File: src/hw/rtl/assert_macros.svh
// Assertion helpers. The enclosing module must have clk and arst_n in scope.
`ifndef ASSERT_MACROS_SVH
`define ASSERT_MACROS_SVH

// Consequent must hold in the same cycle as the antecedent.
`define QAU_ASSERT_IMP(lbl, ante, cons, msg) \
	lbl: assert property (@(posedge clk) disable iff (!arst_n) (ante) |-> (cons)) \
		else $error(msg);

// Consequent must hold in the cycle after the antecedent.
`define QAU_ASSERT_NXT(lbl, ante, cons, msg) \
	lbl: assert property (@(posedge clk) disable iff (!arst_n) (ante) |=> (cons)) \
		else $error(msg);

`endif

File: src/hw/rtl/qau_pkg.sv
`default_nettype none
package qau_pkg;

	localparam int WORD_BITS = 16;
	localparam int FRAC_BITS = 14;
	localparam int FRAC_MAX  = 30;
	// Wide enough for the 1.0 term at the largest fraction width plus carries.
	localparam int ACC_BITS  = 2 * FRAC_MAX + 6;
	localparam int PROD_BITS = 2 * WORD_BITS;

	typedef logic signed [WORD_BITS-1:0] word_t;
	typedef logic signed [PROD_BITS-1:0] prod_t;
	typedef logic signed [ACC_BITS-1:0]  acc_t;

	typedef enum logic [1:0] {
		FUNC_MUL = 2'd0,
		FUNC_ROT = 2'd1,
		FUNC_MAT = 2'd2
	} func_t;

	localparam logic [1:0] ROW_LAST = 2'd2;

	typedef struct packed {
		logic [1:0] func;
		word_t      a_w;
		word_t      a_x;
		word_t      a_y;
		word_t      a_z;
		word_t      b_w;
		word_t      b_x;
		word_t      b_y;
		word_t      b_z;
	} op_t;

	typedef struct packed {
		word_t res_w;
		word_t res_x;
		word_t res_y;
		word_t res_z;
		logic  last;
	} res_t;

	localparam acc_t SAT_MAX = acc_t'((64'sd1 <<< (WORD_BITS - 1)) - 64'sd1);
	localparam acc_t SAT_MIN = -SAT_MAX - acc_t'(1);

	function automatic acc_t ext(input prod_t p);
		return acc_t'(p);
	endfunction

	// Round to nearest, ties toward plus infinity, then saturate to a word.
	function automatic word_t round_sat(input acc_t acc, input int frac);
		acc_t half;
		acc_t r;
		half = '0;
		half[frac-1] = 1'b1;
		r = (acc + half) >>> frac;
		if (r > SAT_MAX) begin
			r = SAT_MAX;
		end else if (r < SAT_MIN) begin
			r = SAT_MIN;
		end
		return r[WORD_BITS-1:0];
	endfunction

endpackage
`default_nettype wire

File: src/hw/rtl/qau_outbuf.sv
`default_nettype none
`include "assert_macros.svh"
// Output register; sends matrix items as three rows.
module qau_outbuf (
	input  wire logic          clk,
	input  wire logic          arst_n,
	input  wire logic          valid,
	input  wire logic [1:0]    func,
	input  wire qau_pkg::word_t q [4],
	input  wire qau_pkg::word_t mat [9],
	output logic               adv,
	output logic               res_valid,
	input  wire logic          res_stall,
	output qau_pkg::res_t      res
);

	logic           valid_q;
	logic [1:0]     row_q;
	logic [1:0]     func_q;
	qau_pkg::word_t q_q [4];
	qau_pkg::word_t mat_q [9];
	logic           last;

	assign last      = (func_q != qau_pkg::FUNC_MAT) || (row_q == qau_pkg::ROW_LAST);
	assign adv       = !valid_q || (!res_stall && last);
	assign res_valid = valid_q;

	always_ff @(posedge clk or negedge arst_n) begin
		if (!arst_n) begin
			valid_q <= 1'b0;
			row_q   <= '0;
		end else if (adv) begin
			valid_q <= valid;
			row_q   <= '0;
		end else if (!res_stall) begin
			row_q <= row_q + 2'd1;
		end
	end

	always_ff @(posedge clk) begin
		if (adv) begin
			func_q <= func;
			q_q    <= q;
			mat_q  <= mat;
		end
	end

	always_comb begin
		res.last = last;
		if (func_q == qau_pkg::FUNC_MAT) begin
			res.res_w = '0;
			case (row_q)
				2'd0: begin
					res.res_x = mat_q[0];
					res.res_y = mat_q[1];
					res.res_z = mat_q[2];
				end
				2'd1: begin
					res.res_x = mat_q[3];
					res.res_y = mat_q[4];
					res.res_z = mat_q[5];
				end
				default: begin
					res.res_x = mat_q[6];
					res.res_y = mat_q[7];
					res.res_z = mat_q[8];
				end
			endcase
		end else begin
			res.res_w = q_q[0];
			res.res_x = q_q[1];
			res.res_y = q_q[2];
			res.res_z = q_q[3];
		end
	end

	`QAU_ASSERT_NXT(a_hold_row, valid_q && res_stall, valid_q && $stable(row_q), "row moved under stall")
	`QAU_ASSERT_IMP(a_single_row, valid_q && func_q != qau_pkg::FUNC_MAT, row_q == 2'd0, "row set on single result")
	`QAU_ASSERT_NXT(a_next_row, valid_q && !res_stall && !last, valid_q && row_q == $past(row_q) + 2'd1, "matrix row skipped")

endmodule
`default_nettype wire

File: config.mk
export PLATFORM = sky130hd
export DESIGN_NAME = qau_outbuf
export DESIGN_NICKNAME = d
export VERILOG_FILES = /design/src/hw/rtl/qau_pkg.sv /design/src/hw/rtl/qau_outbuf.sv
export VERILOG_INCLUDE_DIRS = /design/src /design/src/hw/rtl
export SDC_FILE = /design/constraint.sdc
export NUM_CORES = 1
export LEC_CHECK = 0
export BUFFER_PORTS_ARGS = -buffer_cell sky130_fd_sc_hd__buf_2
export CAP_MARGIN = 25
export CORE_MARGIN = 2
export CORE_UTILIZATION = 30
export DETAILED_ROUTE_END_ITERATION = 12
export SLEW_MARGIN = 0
export SYNTH_ARGS = -nofsm -noshare
export SYNTH_HDL_FRONTEND = slang
export SYNTH_SLANG_ARGS = --single-unit
File: constraint.sdc
create_clock -name clk -period 41 [get_ports clk]
set_input_delay 12.3 -clock clk [delete_from_list [all_inputs] [get_ports clk]]
set_output_delay 12.3 -clock clk [all_outputs]
set_load 0.01 [all_outputs]
==> summary.md, run 1 <==
| Metric | Value |
|---|---|
| Status | `completed` |
| Clk_skew | `0.0189 ns` |
| Iter 0 DRT Violations | `355` |
| Fmax | `0.0394 GHz` |
| CP startpoint kind | `input port` |
| First-pass GRT wire length | `28300 um` |
| Core area | `25800 um^2` |
| Final wirelength | `18300 um` |
| Met2 Resource Use GR | `20.8%` |
| Max transition margin | `27.6%` |
| RSZ-0062 raised after global routing | `false` |
| Initial antenna violation count | `0` |
| H-tree depth | `1` |
| Placed insts | `1061` |
| Worst Hold Class | `register to register` |
| Final setup margin | `15.65 ns` |
| Worst Max-Slew Pin Slew | `1.09 ns` |
| Syn nets | `684` |
| Logic pwr share | `11.6%` |
| Die area | `27500 um^2` |
| Cells after synthesis | `467` |
| Setup slack, reg-to-reg | `38.55 ns` |
| Commonest non-fill, non-tap cells in the layout | `280 x buf_2, 210 x edfxtp_1, 51 x nand2_1, 48 x a22o_1, 48 x a21oi_1` |
| Share of cells above drive strength 1 | `42.8%` |
| DR vias/cell | `4.47` |
| Input/output buffers | `280` |
| Pins Over Slew Limit | `0` |
| Hold Buf Count CTS | `0` |
| Clock Tree Root | `clkbuf_16` |
| DRT antenna net count | `0` |
| Setup TNS | `0 ns` |
| Vias in the first global route | `5007` |
| Tcrit/Tclk final | `61.8%` |
| Clk Latency, worst-skew pair | `0.51 ns` |
| Sequential cell area | `6380 um^2` |
| Number of synthesized register bits | `213` |
| Met3 usage | `4.06%` |
| Layer with the highest usage | `met2` |
| Post-CTS sizing | `0` |
| Hpwl dp | `11800 um` |
| Post-synth cell types | `20` |
| CTS tree | `built` |
| Layout Utilization | `40.2%` |
| FILL cells | `2429` |
| Place WS | `15.13 ns` |
| Total grt overflow | `0` |
| Syn avg cell area | `16.8 um^2` |
| Multi-input combinational cell area | `1320 um^2` |
| Sw power | `123 uW` |
| Synth Warn # | `0` |
| Final min period | `25.35 ns` |
| N_diodes | `0` |
| Fin cells | `1104` |
| Post-synthesis sequential area ratio | `81.3%` |
| Maximum vdd drop | `0.0000344 V` |
| Die H | `166 um` |
| Area delta synth->final | `32.4%` |
| Cell Area, Synth | `7850 um^2` |
| Final Hold Vio Count | `0` |
| CTS buffer count | `24` |
| Clk sinks | `213` |
| # nets final | `971` |
| Drc violations | `0` |
| CTS clk-pin slew, worst paths | `0.06 ns` |
| Die X | `166 um` |
| Detail-routed net length per standard cell | `16.6 um` |
| Crit path max fanout | `34` |
| CTS max path bufs | `3` |
| Vias | `4938` |
| Setup Viol. Count Final | `0` |
| Number of top-level pins | `281` |
| Worst EP required | `28.70 ns` |
| Initial Util | `30.4%` |
| Largest net degree at the start of global routing | `179` |
| Pre-Repair DR Iteration Count | `4` |
| WS Path Type | `input port to output pin` |
| Setup bufs post-CTS | `0` |
| Cell internal pwr | `412 uW` |
| Commonest non-fill, non-tap cell in the layout | `buf_2` |
| Power Density | `51.5 nW/um^2` |
| Arrival time worst endpoint | `13.05 ns` |
| Sw Ratio | `23.0%` |
| Clock network power share | `38.3%` |
| GRT Total Usage | `13.0%` |
| Reg power frac | `50.1%` |
| Static leakage | `0.00429 uW` |
| Max-cap violations | `0` |
| GP Congestion | `0.716` |
| Met1 Use GR | `17.0%` |
| Total power | `535 uW` |
| Critical Path End Type | `output pin` |
| Std cell rows | `59` |
## cell type report
cell class	count	area share [%]
multi-input cells	223	12.7
repair buffers	289	14.5
flip-flops and latches	213	61.4
clock buffers	30	6.20
inverters	3	0.108
well taps	335	4.03
clock inverters	11	1.01
## worst paths after layout
check,startpoint,to,cells after the start
worst max-delay path,res_stall,adv,4
worst min-delay path,row_q[1]$_DFFE_PN0P_,row_q[1]$_DFFE_PN0P_,2
worst max register to register,row_q[0]$_DFFE_PN0P_,mat_q[46]$_DFFE_PP_,6
worst min register to register,row_q[1]$_DFFE_PN0P_,row_q[1]$_DFFE_PN0P_,2
max in group asynchronous,arst_n,res_valid$_DFFE_PN0P_,1
min in group asynchronous,arst_n,row_q[1]$_DFFE_PN0P_,1
## synth_stat cells
cell type	count	share of area [%]
dfrtp_1	3	0.96
and2_1	16	1.3
buf_2	13	0.83
inv_1	3	0.14
nand3b_1	1	0.096
edfxtp_1	210	80
clkbuf_1	5	0.24
a21oi_1	48	3.1
clkbuf_2	1	0.064
o21ai_0	29	1.8
nand2b_4	1	0.18
nor2_1	2	0.096
o21ai_1	20	1.3
nand2b_1	1	0.080
a22o_1	48	5.4
buf_4	9	0.86
nand2_1	51	2.4
ha_1	3	0.48
a21boi_0	2	0.19
nor3b_2	1	0.16
## metal layers
| metal | vias up | wire length, um |
|---|---|---|
| met3 | 29 | 1440 |
| met4 | 0 | 482 |
| met5 | - | 0 |
| met2 | 195 | 8560 |
| li1 | 2376 | - |
| met1 | 2338 | 7820 |
## stage by stage
step	hold WS (ns)	area, um^2
floorplan	0.531	7850
global placement	0.598	9600
detailed placement	0.564	9600
CTS	0.572	10300
global route	0.613	10400
finish	0.569	10400
## cells by family after synthesis
logic type	count (synthesis)	share of synthesized area (%)
compound gates	147	11.7
simple gates	73	4.32
flops	213	81.3
fa+ha+maj	3	0.478
buf+inv	31	2.14
## power groups by stage
stage	Clock, uW	Combinational, uW	Sequential (uW)
finish	205	62.0	268
CTS	211	62.9	268
global route	221	69.8	270
detailed placement	0	62.6	273
floorplan	0	34.3	284
global placement	0	61.7	272
## critical path, cell delays in order
cell     delay (ns)
buf_2          0.15
o21ai_4        0.20
buf_12         0.23
buf_2          0.17
## state kept, by name (all words and copies together), names as in the netlist
signal,cells
row_q,2
res_valid,1
func_q,2
q_q,64
mat_q,144
Note: power is estimated with default switching activity, not from simulation.
==> run 2, diff against run 1 <==
==> constraint.sdc (replaced) <==
create_clock -name clk -period 24.5 [get_ports clk]
set_input_delay 7.35 -clock clk [delete_from_list [all_inputs] [get_ports clk]]
set_output_delay 7.35 -clock clk [all_outputs]
set_load 0.01 [all_outputs]
==> run 2 against run 1 <==
  * First-iteration DRC count decreased by 9.0%
  * Clock skew shrank 0.0048 ns
  * Cell count barely moved
  * Largest power group unchanged
==> summary.md, run 2 (same netlist as run 1, synthesis figures left out) <==
| Metric | Value |
|---|---|
| Crit path max fanout | `5` |
| Die area | `27500 um^2` |
| CTS clk-pin slew, worst paths | `0.05 ns` |
| Power Density | `87.5 nW/um^2` |
| Commonest non-fill, non-tap cells in the layout | `280 x buf_2, 210 x edfxtp_1, 51 x nand2_1, 48 x a22o_1, 48 x a21oi_1` |
| Worst Max-Slew Pin Slew | `0.966 ns` |
| Max-cap violations | `0` |
| Max reg flops | `144` |
| Final min period | `15.18 ns` |
| Maximum vdd drop | `0.0000520 V` |
| Fmax | `0.0659 GHz` |
| Vias in the first global route | `5205` |
| CP startpoint kind | `input port` |
| Hold Buf Count CTS | `0` |
| Share of cells above drive strength 1 | `42.7%` |
| Reg with most FFs | `mat_q` |
| Arrival time worst endpoint | `7.83 ns` |
| Hpwl dp | `12200 um` |
| CTS tree | `built` |
| Total power | `913 uW` |
| Critical Path End Type | `output pin` |
| Total grt overflow | `0` |
| Clk sinks | `213` |
| Drc violations | `0` |
| Std cell rows | `59` |
| Iter 0 DRT Violations | `323` |
| Initial antenna violation count | `4` |
| # nets final | `970` |
| Clk_skew | `0.0140 ns` |
| Post-CTS sizing | `0` |
| Tcrit/Tclk final | `61.9%` |
| Detail-routed net length per standard cell | `16.8 um` |
| Worst Setup SP | `res_stall` |
| Place WS | `9.31 ns` |
| Status | `completed` |
| Die X | `166 um` |
| First-pass GRT wire length | `28500 um` |
| Die H | `166 um` |
| WS Path Type | `input port to output pin` |
| CP endpoint | `adv` |
| Commonest non-fill, non-tap cell in the layout | `buf_2` |
| DRT antenna net count | `0` |
| Top Registers | `mat_q (144), q_q (64)` |
| Setup bufs post-CTS | `0` |
| Setup Viol. Count Final | `0` |
| Final Hold Vio Count | `0` |
| DR vias/cell | `4.46` |
| Pins Over Slew Limit | `0` |
| Worst Hold Class | `register to register` |
| Area delta synth->final | `32.9%` |
| Vias | `4928` |
| Static leakage | `0.00430 uW` |
| CTS max path bufs | `3` |
| R2R cell count | `6` |
| Worst EP required | `17.15 ns` |
| GP Congestion | `0.746` |
| Final wirelength | `18500 um` |
| Core area | `25800 um^2` |
| Worst r2r src | `row_q[0]$_DFFE_PN0P_` |
| GRT Total Usage | `13.1%` |
| Final setup margin | `9.32 ns` |
| Clk Latency, worst-skew pair | `0.51 ns` |
| Worst R2R End | `q_q[15]$_DFFE_PP_` |
| Number of top-level pins | `281` |
| Max transition margin | `35.6%` |
| Setup slack, reg-to-reg | `21.70 ns` |
| Placed cell areas | `9600 um^2` |
| Initial Util | `30.4%` |
| RSZ-0062 raised after global routing | `false` |
| Design area | `10400 um^2` |
| Clock Tree Root | `clkbuf_16` |
| Pre-Repair DR Iteration Count | `4` |
| Hold path startpoint | `row_q[1]$_DFFE_PN0P_` |
| Input/output buffers | `280` |
| H-tree depth | `1` |
| Setup TNS | `0 ns` |
| CTS buffer count | `24` |
| Largest net degree at the start of global routing | `81` |
==> run 2: cell count changes in the layout (fill, tap and decap cells not counted), sizes merged <==
cell and change:
clkbuf -2, diode +4, buf -1, clkinv -2, bufinv +2
==> run 2: layout make-up <==
type                    count  area [um^2]
inverters                   3         11.3
clock inverters            11          154
diodes                      4         10.0
well taps                 335          419
fillers                  2445        15400
multi-input cells         223         1320
repair buffers            288         1490
clock buffers              28          637
flip-flops and latches    213         6380
==> run 2: critical path: stages <==
cell and delay (ns):
buf_2 0.14, o21ai_4 0.17, buf_2 0.17
==> run 2: metrics by stage <==
stage | hold WS (ns) | utilization, % | instances
floorplan | 0.531 | - | 467
global placement | 0.552 | 37.1 | 1060
detailed placement | 0.566 | 37.2 | 1061
CTS | 0.574 | 40.2 | 1100
global route | 0.606 | 40.4 | 1105
finish | 0.575 | 40.4 | 1105
==> run 2: power by group <==
part	total (uW)	internal [uW]	switching [uW]
registers	449	441	7.93
clock network	361	225	136
logic	103	42.4	60.7
total	913	708	204
==> run 2: worst min-delay path by stage <==
stage / to / slack (ns) / cells past startpoint
floorplan: row_q[1]$_DFFE_PN0P_ / 0.53 / 2
global placement: row_q[1]$_DFFE_PN0P_ / 0.55 / 2
detailed placement: row_q[1]$_DFFE_PN0P_ / 0.57 / 2
CTS: row_q[1]$_DFFE_PN0P_ / 0.57 / 2
global route: row_q[1]$_DFFE_PN0P_ / 0.61 / 2
finish: row_q[1]$_DFFE_PN0P_ / 0.57 / 2
==> run 2: metal layers <==
metal  GRT usage, %  up-vias  wire, um
met5              0        -         0
met4           5.94        0       816
met3           3.58       47      1210
met2           22.1      199      9000
met1           15.8     2302      7500
li1               -     2380         -
==> run 3, diff against run 2 <==
--- a/config.mk
+++ b/config.mk
@@ -6,6 +6,7 @@
 export SDC_FILE = /design/constraint.sdc
 export NUM_CORES = 1
 export LEC_CHECK = 0
+export ABC_AREA = 1
 export BUFFER_PORTS_ARGS = -buffer_cell sky130_fd_sc_hd__buf_2
 export CAP_MARGIN = 25
 export CORE_MARGIN = 2
==> constraint.sdc (replaced) <==
create_clock -name clk -period 13.2 [get_ports clk]
set_input_delay 3.96 -clock clk [delete_from_list [all_inputs] [get_ports clk]]
set_output_delay 3.96 -clock clk [all_outputs]
set_load 0.01 [all_outputs]
==> run 3 against run 2 <==
  * First-iteration DRC count shrank 40%
  * Die area grew 3.0%
  * Wire length grew 7.1%
  * Synthesized cell count grew 35%
  * Setup slack lost 4.5 ns
  * Area after synthesis grew 3.0%
  * Global-route usage grew 0.51 points
  * Power grew 83%
  * Register-to-register slack lost 12 ns
  * Sequential cell count is the same
==> summary.md, run 3 <==
| Metric | Value |
|---|---|
| Worst Hold Class | `register to register` |
| Setup TNS | `0 ns` |
| Vias in the first global route | `5493` |
| Setup slack, reg-to-reg | `9.73 ns` |
| Synth Flop Type | `edfxtp_1` |
| CTS tree | `built` |
| Post-synthesis sequential area ratio | `78.9%` |
| RSZ-0062 raised after global routing | `false` |
| GP Congestion | `0.755` |
| Static leakage | `0.00465 uW` |
| H-tree depth | `1` |
| Top Registers | `mat_q (144), q_q (64)` |
| Die H | `168 um` |
| Syn nets | `848` |
| Fmax | `0.120 GHz` |
| Hpwl dp | `12600 um` |
| Pins Over Slew Limit | `0` |
| Tcrit/Tclk final | `63.3%` |
| Maximum vdd drop | `0.000115 V` |
| WS Path Type | `input port to output pin` |
| Pre-Repair DR Iteration Count | `4` |
| Status | `completed` |
| Cells after synthesis | `631` |
| Critical Path End Type | `output pin` |
| Number of synthesized register bits | `213` |
| EDFF count, synth | `210` |
| Core area | `26700 um^2` |
| Std cell rows | `60` |
| Placed cell areas | `9860 um^2` |
| Synth Warn # | `0` |
| Commonest non-fill, non-tap cell in the layout | `nand2_1` |
| CTS buffer count | `24` |
| Final min period | `8.36 ns` |
| Die X | `168 um` |
| Worst EP required | `9.24 ns` |
| Clk Latency, worst-skew pair | `0.51 ns` |
| Iter 0 DRT Violations | `194` |
| Most used cell, CP | `buf_2` |
| Hold path depth | `2` |
| Worst Max-Slew Pin Slew | `0.976 ns` |
| Vias | `5570` |
| CTS max path bufs | `3` |
| Power Density | `157 nW/um^2` |
| Hold path startpoint | `row_q[0]$_DFFE_PN0P_` |
| Setup bufs post-CTS | `0` |
| Number of top-level pins | `281` |
| Detail-routed net length per standard cell | `15.5 um` |
| Clk_skew | `0.0114 ns` |
| Hold endpoint | `row_q[0]$_DFFE_PN0P_` |
| CP startpoint kind | `input port` |
| Commonest cells post-synth | `295 x nand2_1, 210 x edfxtp_1, 48 x nand3_1, 23 x inv_1, 17 x nor2_1` |
| Max-cap violations | `0` |
| DR vias/cell | `4.35` |
| Area share of the largest cell type after synthesis | `78.0%` |
| Total grt overflow | `0` |
| Initial antenna violation count | `5` |
| Commonest non-fill, non-tap cells in the layout | `294 x nand2_1, 280 x buf_2, 210 x edfxtp_1, 48 x nand3_1, 25 x clkbuf_16` |
| First-pass GRT wire length | `29800 um` |
| Clk sinks | `213` |
| Most common cell in the netlist | `nand2_1` |
| Initial Util | `30.3%` |
| CP cell instances | `buf_2 -> o21ai_4 -> buf_2` |
| Design area | `10600 um^2` |
| CTS clk-pin slew, worst paths | `0.06 ns` |
| CP max-delay cell | `o21ai_4` |
| DRT antenna net count | `0` |
| Share of cells above drive strength 1 | `34.9%` |
| Cell Area, Synth | `8090 um^2` |
| Reg with most FFs | `mat_q` |
| Worst R2R End | `mat_q[44]$_DFFE_PP_` |
| Max transition margin | `34.9%` |
| GRT Total Usage | `13.7%` |
| # nets final | `1135` |
| Setup Viol. Count Final | `0` |
| Die area | `28300 um^2` |
| Input/output buffers | `280` |
| Drc violations | `0` |
| Syn avg cell area | `12.8 um^2` |
| Max incr delay on CP | `0.16 ns` |
| Area delta synth->final | `31.3%` |
| Hold_ws | `0.519 ns` |
| Final Hold Vio Count | `0` |
| Post-CTS sizing | `0` |
| Area contributors post-synth | `edfxtp_1 78%, nand2_1 14%, nand3_1 3.0%` |
| Arrival time worst endpoint | `4.40 ns` |
| Final wirelength | `19800 um` |
| Hold Buf Count CTS | `0` |
| Area leader, netlist | `edfxtp_1` |
| Post-synth cell types | `15` |
| Ys async rst share | `1.41%` |
| Clock Tree Root | `clkbuf_16` |
| Max reg flops | `144` |
| R2R cell count | `6` |
| Crit path max fanout | `3` |
| Largest net degree at the start of global routing | `77` |
| Worst r2r src | `func_q[1]$_DFFE_PP_` |
## run 3: cell types whose count changed after synthesis, moves of 2 or more
cell	before	now
nand3_1	0	48
o21ai_0	29	1
buf_4	9	6
inv_1	3	23
nand4_1	0	2
o21ai_1	20	0
nor2_1	2	17
a21boi_0	2	0
a22o_1	48	0
and2_1	16	0
a21oi_1	48	0
nand2_1	51	295
## run 3: how the worst max path moves through the flow
stage | slack, ns | from | cells past startpoint | to
after global placement | 4.84 | res_stall | 3 | adv
final | 4.84 | res_stall | 3 | adv
after detailed placement | 4.83 | res_stall | 3 | adv
after global routing | 4.81 | res_stall | 3 | adv
after floorplan | 1.87 | res_stall | 1 | adv
after CTS | 4.83 | res_stall | 3 | adv
## run 3: cells by family after synthesis
group / count (synthesis) / share of synthesized area (%)
buffers and inverters: 51 / 2.86
and+or+nand+nor: 363 / 17.7
DFF: 213 / 78.9
AOI/OAI and AO/OA: 1 / 0.0618
adders and majority gates: 3 / 0.464
## run 3: routing by layer
layer / vias to the layer above / GRT usage (%) / part of all wire (%)
met4: 4 / 4.31 / 2.4
met2: 221 / 23.1 / 47
met3: 44 / 4.25 / 8.7
met5: - / 0 / 0.13
li1: 2707 / - / -
met1: 2594 / 16.7 / 42
## run 3: cell type report
cell class / instances / area (um^2)
Inverter: 24 / 90.1
Antenna cell: 3 / 7.51
Clock buffer: 33 / 656
Clock inverter: 10 / 98.8
Tap cell: 341 / 427
Timing Repair Buffer: 288 / 1460
Multi-Input combinational cell: 367 / 1500
Fill cell: 2600 / 16100
Sequential cell: 213 / 6380
## run 3: worst max-delay path, delay by kind of cell
kind	cells	cell delay, ns
buf+inv	2	0.28
compound gates	1	0.16
## run 3: per-stage QoR
stage | total power, uW | worst slack, ns | instances | util (%)
6_report | 1670 | 4.84 | 1279 | 39.7
5_1_grt | 1740 | 4.81 | 1277 | 39.7
4_1_cts | 1690 | 4.83 | 1276 | 39.7
3_5_place_dp | 1050 | 4.83 | 1233 | 36.9
3_3_place_gp | 1050 | 4.84 | 1233 | 36.9
2_1_floorplan | 960 | 1.87 | 631 | -
## run 3: report_power, final
group | total (uW) | internal (uW) | switching (uW)
Sequential | 833 | 819 | 13.9
Combinational | 198 | 71.8 | 126
Clock | 637 | 384 | 252
Total | 1670 | 1280 | 392
